`src/rtl/direct_mapped_writeback_cache_core_assert.svh`:
```
// Assertion macros shared by the cache RTL.
// Expects clk_i and rst_ni in the scope of the module that uses them.
`ifndef DIRECT_MAPPED_WRITEBACK_CACHE_CORE_ASSERT_SVH
`define DIRECT_MAPPED_WRITEBACK_CACHE_CORE_ASSERT_SVH
`ifndef SYNTHESIS
`define DMWBC_ASSERT(lbl, prop) \
  lbl: assert property (@(posedge clk_i) disable iff (!rst_ni) prop) \
    else $error("dmwbc: assertion failed");
`define DMWBC_ASSERT_ALWAYS(lbl, prop) \
  lbl: assert property (@(posedge clk_i) prop) \
    else $error("dmwbc: assertion failed during or after reset");
`else
`define DMWBC_ASSERT(lbl, prop)
`define DMWBC_ASSERT_ALWAYS(lbl, prop)
`endif
`endif

```
`src/rtl/dmwbc_pkg.sv`:
```
// Shared types and constants for the direct-mapped write-back cache.
// No dependencies; used by every module of the block except dmwbc_ram.
`timescale 1ns / 1ps
package dmwbc_pkg;

  localparam int ADDR_W = 11;
  localparam int DATA_W = 8;

  typedef enum logic {
    OP_READ  = 1'b0,
    OP_WRITE = 1'b1
  } op_e;

  typedef enum logic [2:0] {
    ST_INIT,
    ST_IDLE,
    ST_WB,
    ST_FILL,
    ST_ACCESS,
    ST_DONE
  } state_e;

  typedef struct packed {
    op_e               op;
    logic [ADDR_W-1:0] address;
    logic [DATA_W-1:0] write_data;
  } item_t;

  // queue head as seen by the back end
  typedef struct packed {
    logic  valid;
    item_t item;
  } head_t;

  // back end to front end control
  typedef struct packed {
    logic pop;
    logic init_busy;
  } ctrl_t;

endpackage

```
`src/rtl/dmwbc_front.sv`:
```
// Front end: accepts access beats into a two-entry queue for the back end.
// Depends on dmwbc_pkg.
`timescale 1ns / 1ps
module dmwbc_front (
  input  logic            clk_i,
  input  logic            rst_ni,
  input  logic            in_valid_i,
  output logic            in_stall_o,
  input  dmwbc_pkg::item_t in_item_i,
  input  dmwbc_pkg::ctrl_t ctrl_i,
  output dmwbc_pkg::head_t head_o
);
  import dmwbc_pkg::*;

  localparam int QDEPTH = 2;
  localparam int PTR_W  = $clog2(QDEPTH);
  localparam int CNT_W  = $clog2(QDEPTH + 1);
  localparam logic [CNT_W-1:0] QFULL = CNT_W'(QDEPTH);

  item_t            entries_q [QDEPTH];
  logic [PTR_W-1:0] wr_ptr_q, wr_ptr_d;
  logic [PTR_W-1:0] rd_ptr_q, rd_ptr_d;
  logic [CNT_W-1:0] count_q, count_d;
  logic             push;
  logic             pop;

  // hold off new beats while full or while memory is being initialised
  assign in_stall_o = (count_q == QFULL) || ctrl_i.init_busy;
  assign push       = in_valid_i && !in_stall_o;
  assign pop        = ctrl_i.pop && (count_q != '0);

  // advance pointers and occupancy
  always_comb begin
    wr_ptr_d = wr_ptr_q;
    rd_ptr_d = rd_ptr_q;
    count_d  = count_q;
    if (push) begin
      wr_ptr_d = (wr_ptr_q == PTR_W'(QDEPTH - 1)) ? '0 : wr_ptr_q + 1'b1;
    end
    if (pop) begin
      rd_ptr_d = (rd_ptr_q == PTR_W'(QDEPTH - 1)) ? '0 : rd_ptr_q + 1'b1;
    end
    if (push && !pop) begin
      count_d = count_q + 1'b1;
    end else if (pop && !push) begin
      count_d = count_q - 1'b1;
    end
  end

  always_ff @(posedge clk_i or negedge rst_ni) begin
    if (!rst_ni) begin
      wr_ptr_q <= '0;
      rd_ptr_q <= '0;
      count_q  <= '0;
    end else begin
      wr_ptr_q <= wr_ptr_d;
      rd_ptr_q <= rd_ptr_d;
      count_q  <= count_d;
    end
  end

  // store accepted beat
  always_ff @(posedge clk_i) begin
    if (push) begin
      entries_q[wr_ptr_q] <= in_item_i;
    end
  end

  assign head_o.valid = (count_q != '0);
  assign head_o.item  = entries_q[rd_ptr_q];

endmodule

```
`config.mk`:
```
export PLATFORM = sky130hd
export DESIGN_NAME = dmwbc_front
export DESIGN_NICKNAME = d
export VERILOG_FILES = /design/src/rtl/direct_mapped_writeback_cache_core_assert.svh /design/src/rtl/dmwbc_pkg.sv /design/src/rtl/dmwbc_front.sv
export SDC_FILE = /design/constraint.sdc
export NUM_CORES = 1
export LEC_CHECK = 0
export ABC_AREA = 0
export ABC_CLOCK_PERIOD_IN_PS = 3900
export BUFFER_PORTS_ARGS = -buffer_cell sky130_fd_sc_hd__clkbuf_2
export CAP_MARGIN = 20
export CORE_ASPECT_RATIO = 1.75
export CORE_MARGIN = 2
export CORE_UTILIZATION = 40
export CTS_CLUSTER_DIAMETER = 80
export DETAILED_ROUTE_END_ITERATION = 6
export GPL_TIMING_DRIVEN = 0
export PLACE_DENSITY = 0.63
export SLEW_MARGIN = 30
export SYNTH_ARGS = -nofsm -noshare
export SYNTH_HDL_FRONTEND = slang
export SYNTH_SLANG_ARGS = --single-unit
```
`constraint.sdc`:
```
create_clock -name clk_i -period 3.9 [get_ports clk_i]
set_input_delay 0.195 -clock clk_i [delete_from_list [all_inputs] [get_ports clk_i]]
set_output_delay 0.195 -clock clk_i [all_outputs]
set_load 0.01 [all_outputs]
```
Word level (Yosys, flattened, before mapping)
Memories as Yosys holds them, arrays and structs flattened.
Cells that the tools add are included.

storage, ports and cells
  memories kept = 1
  register bits = 4
  bits in writable memories = 40
  bits of input ports = 25
  word-level logic and storage cells = 25

operators by class
  equality and inequality tests = 1
  mux-type cells = 6
  reductions and logical operators = 10
  add/subtract/negate cells = 4

memories
  memory     words  width  rd ports  clocked after Yosys merged registers in  wr ports  line               RTL
  entries_q  2      20     1         0                                        1         dmwbc_front.sv:20  item_t entries_q [QDEPTH];

operators by type and width
  operator               number
  $logic_and A1 B1 Y1    4
  $mux W1                4
  $mux W2                2
  $reduce_bool A2 Y1     2
  $logic_not A1 Y1       3
  $add A1 B1 Y1 const B  2
  $add A2 B1 Y2 const B  1
  $eq A2 B2 Y1 const B   1
  $sub A2 B1 Y2 const B  1
  $logic_or A1 B1 Y1     1

Logic depth before layout (Yosys ltp)
Gate-level depths: netlist (run 1).

  word-level depth = 8
  mapped depth = 7
  mapped depth without buffers = 7

Least setup slack after synthesis (run 1)
No wires, ideal clock.

  kind = register -> register
  start point = reg count_q[0]
  end point = mem entries_q[0][0] (netlist bit) (enable)
  path slack = 1999 ps
  required time = 3503 ps
  stages on the path, launching flop included = 4
  arrival = 1505 ps
  path buffers = 0
  cells stage by stage = dfrtp_1 > nand2b_4 > nand3b_4 > nor2_1

on the way
  cells in the longest elaborated chain, start to end = 6

RTL lines
  what                           line               RTL
  start: declaration             dmwbc_front.sv:23  logic [CNT_W-1:0] count_q, count_d;
  start signal: assignment       dmwbc_front.sv:58  count_q <= count_d;
  $eq A2 B2 Y1                   dmwbc_front.sv:28  assign in_stall_o = (count_q == QFULL) || ctrl_i.init_busy;
  $logic_or A1 B1 Y1             dmwbc_front.sv:28
  $logic_not A1 Y1               dmwbc_front.sv:29  assign push = in_valid_i && !in_stall_o;
  $logic_and A1 B1 Y1            dmwbc_front.sv:29
  $mux W1                        dmwbc_front.sv:64  if (push) begin
  $mux W1 (implied by the code)  dmwbc_front.sv:65  entries_q[wr_ptr_q] <= in_item_i;
  end: declaration               dmwbc_front.sv:20

Every way passes these cells.

Worst setup path in the final report (run 1)
  start point = reg count_q[0]
  end point = mem entries_q[1][10] (netlist bit) (enable)

on the way
  cells in the longest elaborated chain, start to end = 6

RTL lines
  what                           line               RTL
  $eq A2 B2 Y1                   dmwbc_front.sv:28
  $logic_or A1 B1 Y1             dmwbc_front.sv:28
  $logic_not A1 Y1               dmwbc_front.sv:29
  $logic_and A1 B1 Y1            dmwbc_front.sv:29
  via push                       dmwbc_front.sv:24  logic push;
  $mux W1                        dmwbc_front.sv:64
  $mux W1 (implied by the code)  dmwbc_front.sv:65

The timed path passes the listed nets, and every way through them passes these cells.

==> results of run 1 <==
==> cells by family after synthesis <==
| group | synth area share, % |
|---|---|
| AND/OR/NAND/NOR | 4.12 |
| buffers and inverters | 1.12 |
| multiplexers | 13.5 |
| flip-flops | 77.9 |
| XOR/XNOR | 2.62 |
| adder cells (fa/ha/maj) | 0.749 |
==> state kept, by name (all words and copies together) (netlist names) <==
| register | flops |
|---|---|
| entries_q | 40 |
| wr_ptr_q | 1 |
| count_q | 2 |
| rd_ptr_q | 1 |
==> per-stage QoR <==
step,util [%],setup WS [ns],hold slack (ns)
after floorplan,-,2.00,-0.101
after global placement,48.2,1.56,0.00694
after detailed placement,48.4,1.98,0.0113
after CTS,51.3,1.98,0.0807
after global routing,51.6,2.19,0.0751
final,51.6,2.30,0.0915
==> cells in the mapped netlist <==
master,instances,area (sq um)
nor2_1,2,7.51
edfxtp_1,40,1200
nand3b_4,1,20.0
xor2_1,2,17.5
mux2_2,20,225
nand2b_1,1,6.26
ha_1,1,12.5
nand2b_4,1,13.8
and2_1,1,6.26
dfrtp_1,4,100
nand2_2,1,6.26
or2_4,1,8.76
buf_4,2,15.0
xnor2_1,3,26.3
inv_2,1,3.75
==> critical path, stage by stage (launching register included) <==
cell and delay [ns]:
dfrtp_1 0.42, nand2b_4 0.17, nand3b_4 0.11, inv_2 0.07, and2_1 0.29, buf_6 0.24
==> report_power, final <==
group          total, mW  internal (mW)  switching, mW
Clock              0.335          0.189          0.146
Combinational      0.409          0.211          0.197
Sequential         0.633          0.596         0.0371
==> final cells by class <==
| class | count | share of cell area (%) |
|---|---|---|
| Multi-Input combinational cell | 34 | 17.0 |
| Clock inverter | 3 | 2.02 |
| Clock buffer | 5 | 3.27 |
| Timing Repair Buffer | 48 | 12.0 |
| Sequential cell | 44 | 61.9 |
| Tap cell | 49 | 2.92 |
| Inverter | 1 | 0.179 |
| Buffer | 2 | 0.714 |
==> path summary, 6_finish.rpt <==
kind / to / slack, ns / cells past startpoint
min in group asynchronous: count_q[0] / 0.25 / 2
worst max register to register: entries_q[1][10] / 2.30 / 5
worst max-delay path: entries_q[1][10] / 2.30 / 5
max in group asynchronous: wr_ptr_q / 3.52 / 2
worst min-delay path: entries_q[0][8] / 0.09 / 1
worst min register to register: count_q[0] / 0.55 / 1
==> routing by layer <==
layer | vias to the layer above | GRT usage (%) | wire [um]
met4 | 0 | 6.29 | 60
met1 | 440 | 11.5 | 839
li1 | 413 | - | -
met5 | - | 0 | 0
met2 | 32 | 21.6 | 1530
met3 | 6 | 4.52 | 147
==> results.ini, run 1 <==
[synthesis]
syn_nets = 107
netlist_area_sq_um = 1670
avgSynthCellArea_sq_um = 20.6
syn_inst = 81
synth_seq_cells = 44
yosysUniqueCellTypes = 15
ys_warn_count = 0
yosysSeqAreaShare_pct = 77.9

[detailed_routing]
vias_per_cell = 4.79
drt_first_pass_iters = 3
drt-initial-drc-count = 12
vias = 891
avgRoutedWirePerCell_um = 13.8
postRouteAntennaNets = 0
totalWireLength_mm = 2.57
drc_errors = 0

[final_layout]
drive_above_1_share_pct = 60.6
final_common_cell = clkbuf_2
regArea_sq_um = 1300
most-common-layout-cells = clkbuf_2, edfxtp_1, mux2_2
stdcell_area_sq_um = 2100
fin_nets = 162
multi_input_area_sq_um = 358
final_cells = 186
area_growth_pct = 25.8
num_antenna_cells = 0
final.fill_count = 375

[clocking]
cts_buffers = 5
cts-resized-gates = 0
cts-root-buf = clkbuf_8
clkLatencyLatePin_ns = 0.29
cts_buffer_depth = 2
path_clk_slew_ns = 0.08
cts_tree = built
htree_num_levels = 2
clock-sinks = 44
cts_setup_buffers = 0
cts-hold-fix-buffers = 1

[sta]
relSlewSlack_pct = 58.8
fin_crit_ns = 1.60
setup_viol = 0
worstMarginPinSlew_ns = 0.617
finClkSkew_ns = 0.00372
maxSlewViolCount = 0
fin_crit_sh_pct = 41.1
setup_tns_ns = 0
rsz0062_at_grt = no
fmax_mhz = 624
hold_violations = 0

[critical_path]
critPathLaunchType = register
critical_path_arrival_ns = 1.59
r2r_start = count_q[0]
end_kind = register
startpoint = count_q[0]
crit_type = register to register
cp_max_fo = 15
critPathRequiredTime_ns = 3.89

[die]
ios = 47
die_area_sq_um = 4730
rows = 31
dieWidth_um = 52.9
die_h_um = 89.5
coreArea_sq_um = 4070
start_util_pct = 41.0

[power]
p_leak_nw = 0.825
finalPower_mw = 1.38
powerDensity_nw_per_um2 = 655
peakVddDrop_mv = 0.390

[global_routing]
gr-usage-all-layers_pct = 12.0
grt_max_degree = 21
grt-ovfl-total = 0
grt_pass1_wl_mm = 3.88
antenna_found_initial = 0
first_global_vias = 888

[hold_path]
hold_path_class = primary input to register
hp-start = in_item_i[8]

[place]
place_hpwl_mm = 1.85
postPlaceCellArea_sq_um = 1970
post-place-cells = 176
port_buffers = 46
gp_congestion = 0.656

[run_status]
status = finished, final reports clean

[flow_run]
drv_cap = 0

Note: power is estimated with default switching activity, not from simulation.
==> run 2, diff against run 1 <==
Settings changed: ABC_CLOCK_PERIOD_IN_PS 3900 to 1680.
Clock period 3.9 ns to 1.68 ns, I/O delays scaled along.
==> results.ini, run 2 (synthesized netlist as in run 1, its figures left out) <==
[run_status]
status = finished, final reports clean

[final_layout]
fin_nets = 181
reg.largest.list = entries_q (40), count_q (2)
most-common-layout-cells = clkbuf_2, edfxtp_1, dlygate4sd3_1
top_register = entries_q
largest_reg_flops = 40
final_common_cell = clkbuf_2
drive_above_1_share_pct = 52.6
area_growth_pct = 35.6
final.fill_count = 355
num_antenna_cells = 0

[critical_path]
critPathLaunchType = register
critPathRequiredTime_ns = 1.60
critical_path_arrival_ns = 1.46
end_kind = register
reg2reg_setup_slack_ns = 0.15
cp_max_fo = 20
crit_type = register to register

[sta]
hold_violations = 0
setup_viol = 0
fmax_mhz = 653
setup_tns_ns = 0
rsz0062_at_grt = no
worstMarginPinSlew_ns = 0.592
fin_crit_ns = 1.53
finClkSkew_ns = 0.00802
relSlewSlack_pct = 60.4
maxSlewViolCount = 0
fin_crit_sh_pct = 91.2

[detailed_routing]
vias = 928
drt_first_pass_iters = 2
drc_errors = 0
drt-initial-drc-count = 15
totalWireLength_mm = 2.63
postRouteAntennaNets = 0
avgRoutedWirePerCell_um = 12.8
vias_per_cell = 4.53

[power]
p_leak_nw = 0.895
powerDensity_nw_per_um2 = 1350
finalPower_mw = 3.05
peakVddDrop_mv = 0.940

[clocking]
cts_buffer_depth = 2
cts_buffers = 5
cts_tree = built
path_clk_slew_ns = 0.07
htree_num_levels = 2
cts_setup_buffers = 0
clock-sinks = 44
clkLatencyLatePin_ns = 0.29
cts-root-buf = clkbuf_8

[die]
die_h_um = 89.5
rows = 31
start_util_pct = 41.0
coreArea_sq_um = 4070
ios = 47
dieWidth_um = 52.9
die_area_sq_um = 4730

[global_routing]
gr-usage-all-layers_pct = 12.0
grt_max_degree = 21
antenna_found_initial = 0
first_global_vias = 887
grt_pass1_wl_mm = 3.90
grt-ovfl-total = 0

[hold_path]
hold_path_class = primary input to register

[flow_run]
drv_cap = 0

[place]
port_buffers = 46
gp_congestion = 0.651
place_hpwl_mm = 1.78

==> run 2: cell types whose count changed in the layout (fill, tap and decap cells not counted), sizes merged <==
cell | before | now
dlygate4sd3 | 1 | 21
clkinv | 1 | 3
buf | 3 | 2
bufinv | 1 | 0
clkinvlp | 1 | 0
==> run 2: timing repair <==
action / 4_1_cts / 5_1_grt
resized for setup: 2 / 1
endpoints found under the setup margin: 40 / 20
cloned: 0 / 0
hold buffers: 21 / 0
endpoints found under the hold margin: 44 / 0
==> run 2: metal layers <==
layer / global-route usage [%] / vias up / wire [um] / part of all wire [%]
li1: - / 454 / - / -
met1: 12.1 / 439 / 971 / 37
met2: 21.0 / 28 / 1470 / 56
met3: 3.01 / 7 / 114 / 4.3
met4: 8.39 / 0 / 69 / 2.6
met5: 0 / - / 0 / 0
==> run 2: path summary, 6_finish.rpt <==
| path | startpoint | end | depth (start not counted) |
|---|---|---|---|
| worst min register to register | count_q[0] | count_q[0] | 1 |
| min in group asynchronous | rst_ni | wr_ptr_q | 2 |
| max in group asynchronous | rst_ni | rd_ptr_q | 2 |
| worst max-delay path | count_q[0] | entries_q[0][16] | 3 |
| worst max register to register | count_q[0] | entries_q[0][16] | 3 |
| worst min-delay path | ctrl_i[1] | rd_ptr_q | 3 |
==> run 2: report_power, final <==
| part | total [mW] | internal (mW) | switching, mW |
|---|---|---|---|
| sequential | 1.47 | 1.38 | 0.0858 |
| combinational | 0.977 | 0.516 | 0.462 |
| clock | 0.602 | 0.282 | 0.320 |
| total | 3.05 | 2.18 | 0.868 |
==> run 2: worst max-delay path, stage by stage (launching register included) <==
cell      delay [ns]
dfrtp_1         0.41
nand2b_4        0.17
nand3b_4        0.11
nor2_4          0.48
==> run 2: stage by stage <==
stage	utilization (%)	setup WS, ns	instance area [sq um]	instances	hold slack [ns]
3_5_place_dp	48.2	-0.261	1960	176	-0.102
5_1_grt	55.6	0.0318	2260	205	0.0541
4_1_cts	55.6	0.0487	2260	205	0.0407
3_3_place_gp	48.2	-0.166	1960	176	-0.106
6_report	55.6	0.149	2260	205	0.0536
2_1_floorplan	-	0.0767	1670	81	-0.212
==> run 2: final cells by class <==
cell class                      instances  area [sq um]  area share, %
Timing Repair Buffer                   67           440           19.4
Buffer                                  2          15.0          0.663
Clock buffer                            5          68.8           3.04
Tap cell                               49          61.3           2.71
Inverter                                1          3.75          0.166
Sequential cell                        44          1300           57.5
Multi-Input combinational cell         34           360           15.9
Clock inverter                          3          13.8          0.608
==> run 3, diff against run 2 <==
Settings changed: ABC_AREA 0 to 1.
==> results.ini, run 3 <==
[synthesis]
ys_top_cells_by_count = nand2_1, edfxtp_1, inv_1
syn_nets = 163
synth_ff_type = edfxtp_1
synth_seq_cells = 44
yosysSeqAreaShare_pct = 75.3
async_reset_ff_share_pct = 9.09
avgSynthCellArea_sq_um = 12.6
netlist_area_sq_um = 1730
synthTopCellsByArea = edfxtp_1, nand2_1, dfrtp_1
ys_warn_count = 0
synth_area_leader_cell = edfxtp_1
synth_top_area_share_pct = 69.5
syn_inst = 137
synth.most_common_cell = nand2_1
yosysUniqueCellTypes = 15
synth-edff-count = 40

[clocking]
cts-root-buf = clkbuf_8
cts_buffer_depth = 2
htree_num_levels = 2
cts_buffers = 5
path_clk_slew_ns = 0.07
clock-sinks = 44
clkLatencyLatePin_ns = 0.28
cts_tree = built

[power]
peakVddDrop_mv = 0.992
finalPower_mw = 3.24
powerDensity_nw_per_um2 = 1400
p_leak_nw = 1.04

[place]
gp_congestion = 0.666
place_hpwl_mm = 2.14
postPlaceCellArea_sq_um = 2030
port_buffers = 46
pre_cts_ws_ns = 0.0230

[critical_path]
crit_type = register to register
cp_cell_sequence = inv_2 -> nand2_4 -> nand4_1 -> clkinvlp_4
cp_max_fo = 20
reg2reg_setup_slack_ns = 0.13
r2r_start = count_q[0]
critPathRequiredTime_ns = 1.58
critPathTopFamily = buffers and inverters
worst-path-buf-inv = 2
startpoint = count_q[0]
critical_path_arrival_ns = 1.45
rr_endpoint = entries_q[0][15]
critPathLaunchType = register
max_stage_delay_ns = 0.42
end_kind = register
ff2ff_path_depth = 4
cpMaxStageDelayCell = dfrtp_1

[flow_run]
drv_cap = 0

[final_layout]
multi_input_area_sq_um = 360
utilization_pct = 55.7
most-common-layout-cells = nand2_1, clkbuf_2, edfxtp_1
final_common_cell = nand2_1
regArea_sq_um = 1300
final.fill_count = 349
num_antenna_cells = 0
reg.largest.list = entries_q (40), count_q (2)
top_register = entries_q
drive_above_1_share_pct = 31.3
stdcell_area_sq_um = 2310
largest_reg_flops = 40
area_growth_pct = 33.8
fin_nets = 236

[global_routing]
gr-usage-all-layers_pct = 14.5
antenna_found_initial = 0
grt-ovfl-total = 0
grt_pass1_wl_mm = 5.16
grt_max_degree = 21
first_global_vias = 1162

[hold_path]
hp-start = in_item_i[2]
holdPathEnd = entries_q[0][2]
hold_path_class = primary input to register
worstHoldPathCells = 1

[sta]
fmax_mhz = 645
hold_violations = 0
relSlewSlack_pct = 58.9
finClkSkew_ns = 0.00872
setup_viol = 0
finalWorstSetupSlack_ns = 0.129
fin_crit_sh_pct = 92.3
worstMarginPinSlew_ns = 0.614
rsz0062_at_grt = no
maxSlewViolCount = 0
fin_crit_ns = 1.55

[detailed_routing]
postRouteAntennaNets = 0
vias_per_cell = 4.50
drt_first_pass_iters = 4
drt-initial-drc-count = 16
totalWireLength_mm = 3.10
vias = 1170
avgRoutedWirePerCell_um = 11.9
drc_errors = 0

[die]
rows = 31
die_area_sq_um = 4890
die_h_um = 91.0
coreArea_sq_um = 4150
start_util_pct = 41.7
dieWidth_um = 53.7
ios = 47

[run_status]
status = finished, final reports clean

## run 3: cell count changes in the layout (fill, tap and decap cells not counted), moves of 2 or more
cell,before,now
buf_6,0,3
clkbuf_1,0,2
xor2_1,2,0
mux2_2,20,0
inv_1,0,5
nand3_1,0,2
nand4_1,0,2
nand2_1,0,68
inv_2,1,3
xnor2_1,3,1
nand2_4,0,3
## run 3: stage by stage
stage	TNS [ns]	hold WS, ns	cells
after floorplan	0	-0.212	137
after CTS	0	0.00544	260
after detailed placement	0	-0.0998	232
final	0	0.0197	260
after global routing	0	0.00914	260
after global placement	-2.90	-0.103	232
## run 3: power by group
group / internal, mW / switching [mW]
logic: 0.471 / 0.717
clock network: 0.291 / 0.306
registers: 1.38 / 0.0786
## run 3: cell type report
type / instances / area share, %
clock inverter: 1 / 0.216
multi-input combinational: 80 / 15.6
buffer: 4 / 1.78
sequential: 44 / 56.2
timing repair buffer: 66 / 18.6
clock buffer: 7 / 3.30
tap: 49 / 2.65
inverter: 9 / 1.62
## run 3: worst reg2reg max path: stages (launching register included)
cell and delay, ns:
dfrtp_1 0.42, inv_2 0.13, nand2_4 0.07, nand4_1 0.14
clkinvlp_4 0.41
## run 3: worst max-delay path by stage
stage                             endpoint  depth (start not counted)
after floorplan            entries_q[1][0]                          4
after global placement    entries_q[1][15]                          4
after detailed placement  entries_q[0][10]                          4
after CTS                 entries_q[0][15]                          4
after global routing      entries_q[0][19]                          4
final                     entries_q[0][15]                          4
## run 3: cell families after synthesis
family / share of synthesized area, %
xor gates and xnor gates: 0.507
and+or+nand+nor: 19.2
DFF: 75.3
adders and majority gates: 0.723
buffers and inverters: 4.34
## run 3: layer usage
| layer | share of wire (%) | GRT usage (%) | vias up |
|---|---|---|---|
| met5 | 0 | 0 | - |
| met4 | 1.2 | 4.91 | 0 |
| met3 | 4.9 | 3.45 | 5 |
| met2 | 58 | 25.5 | 31 |
| met1 | 36 | 16.0 | 540 |
| li1 | - | - | 594 |
## run 3: what timing repair did
| action | 4_1_cts | 5_1_grt |
|---|---|---|
| setup endpoints to repair | 0 | 20 |
| setup buffers | 0 | 0 |
| resized for setup | 0 | 1 |
| hold buffers | 20 | 0 |
| endpoints found under the hold margin | 42 | 0 |
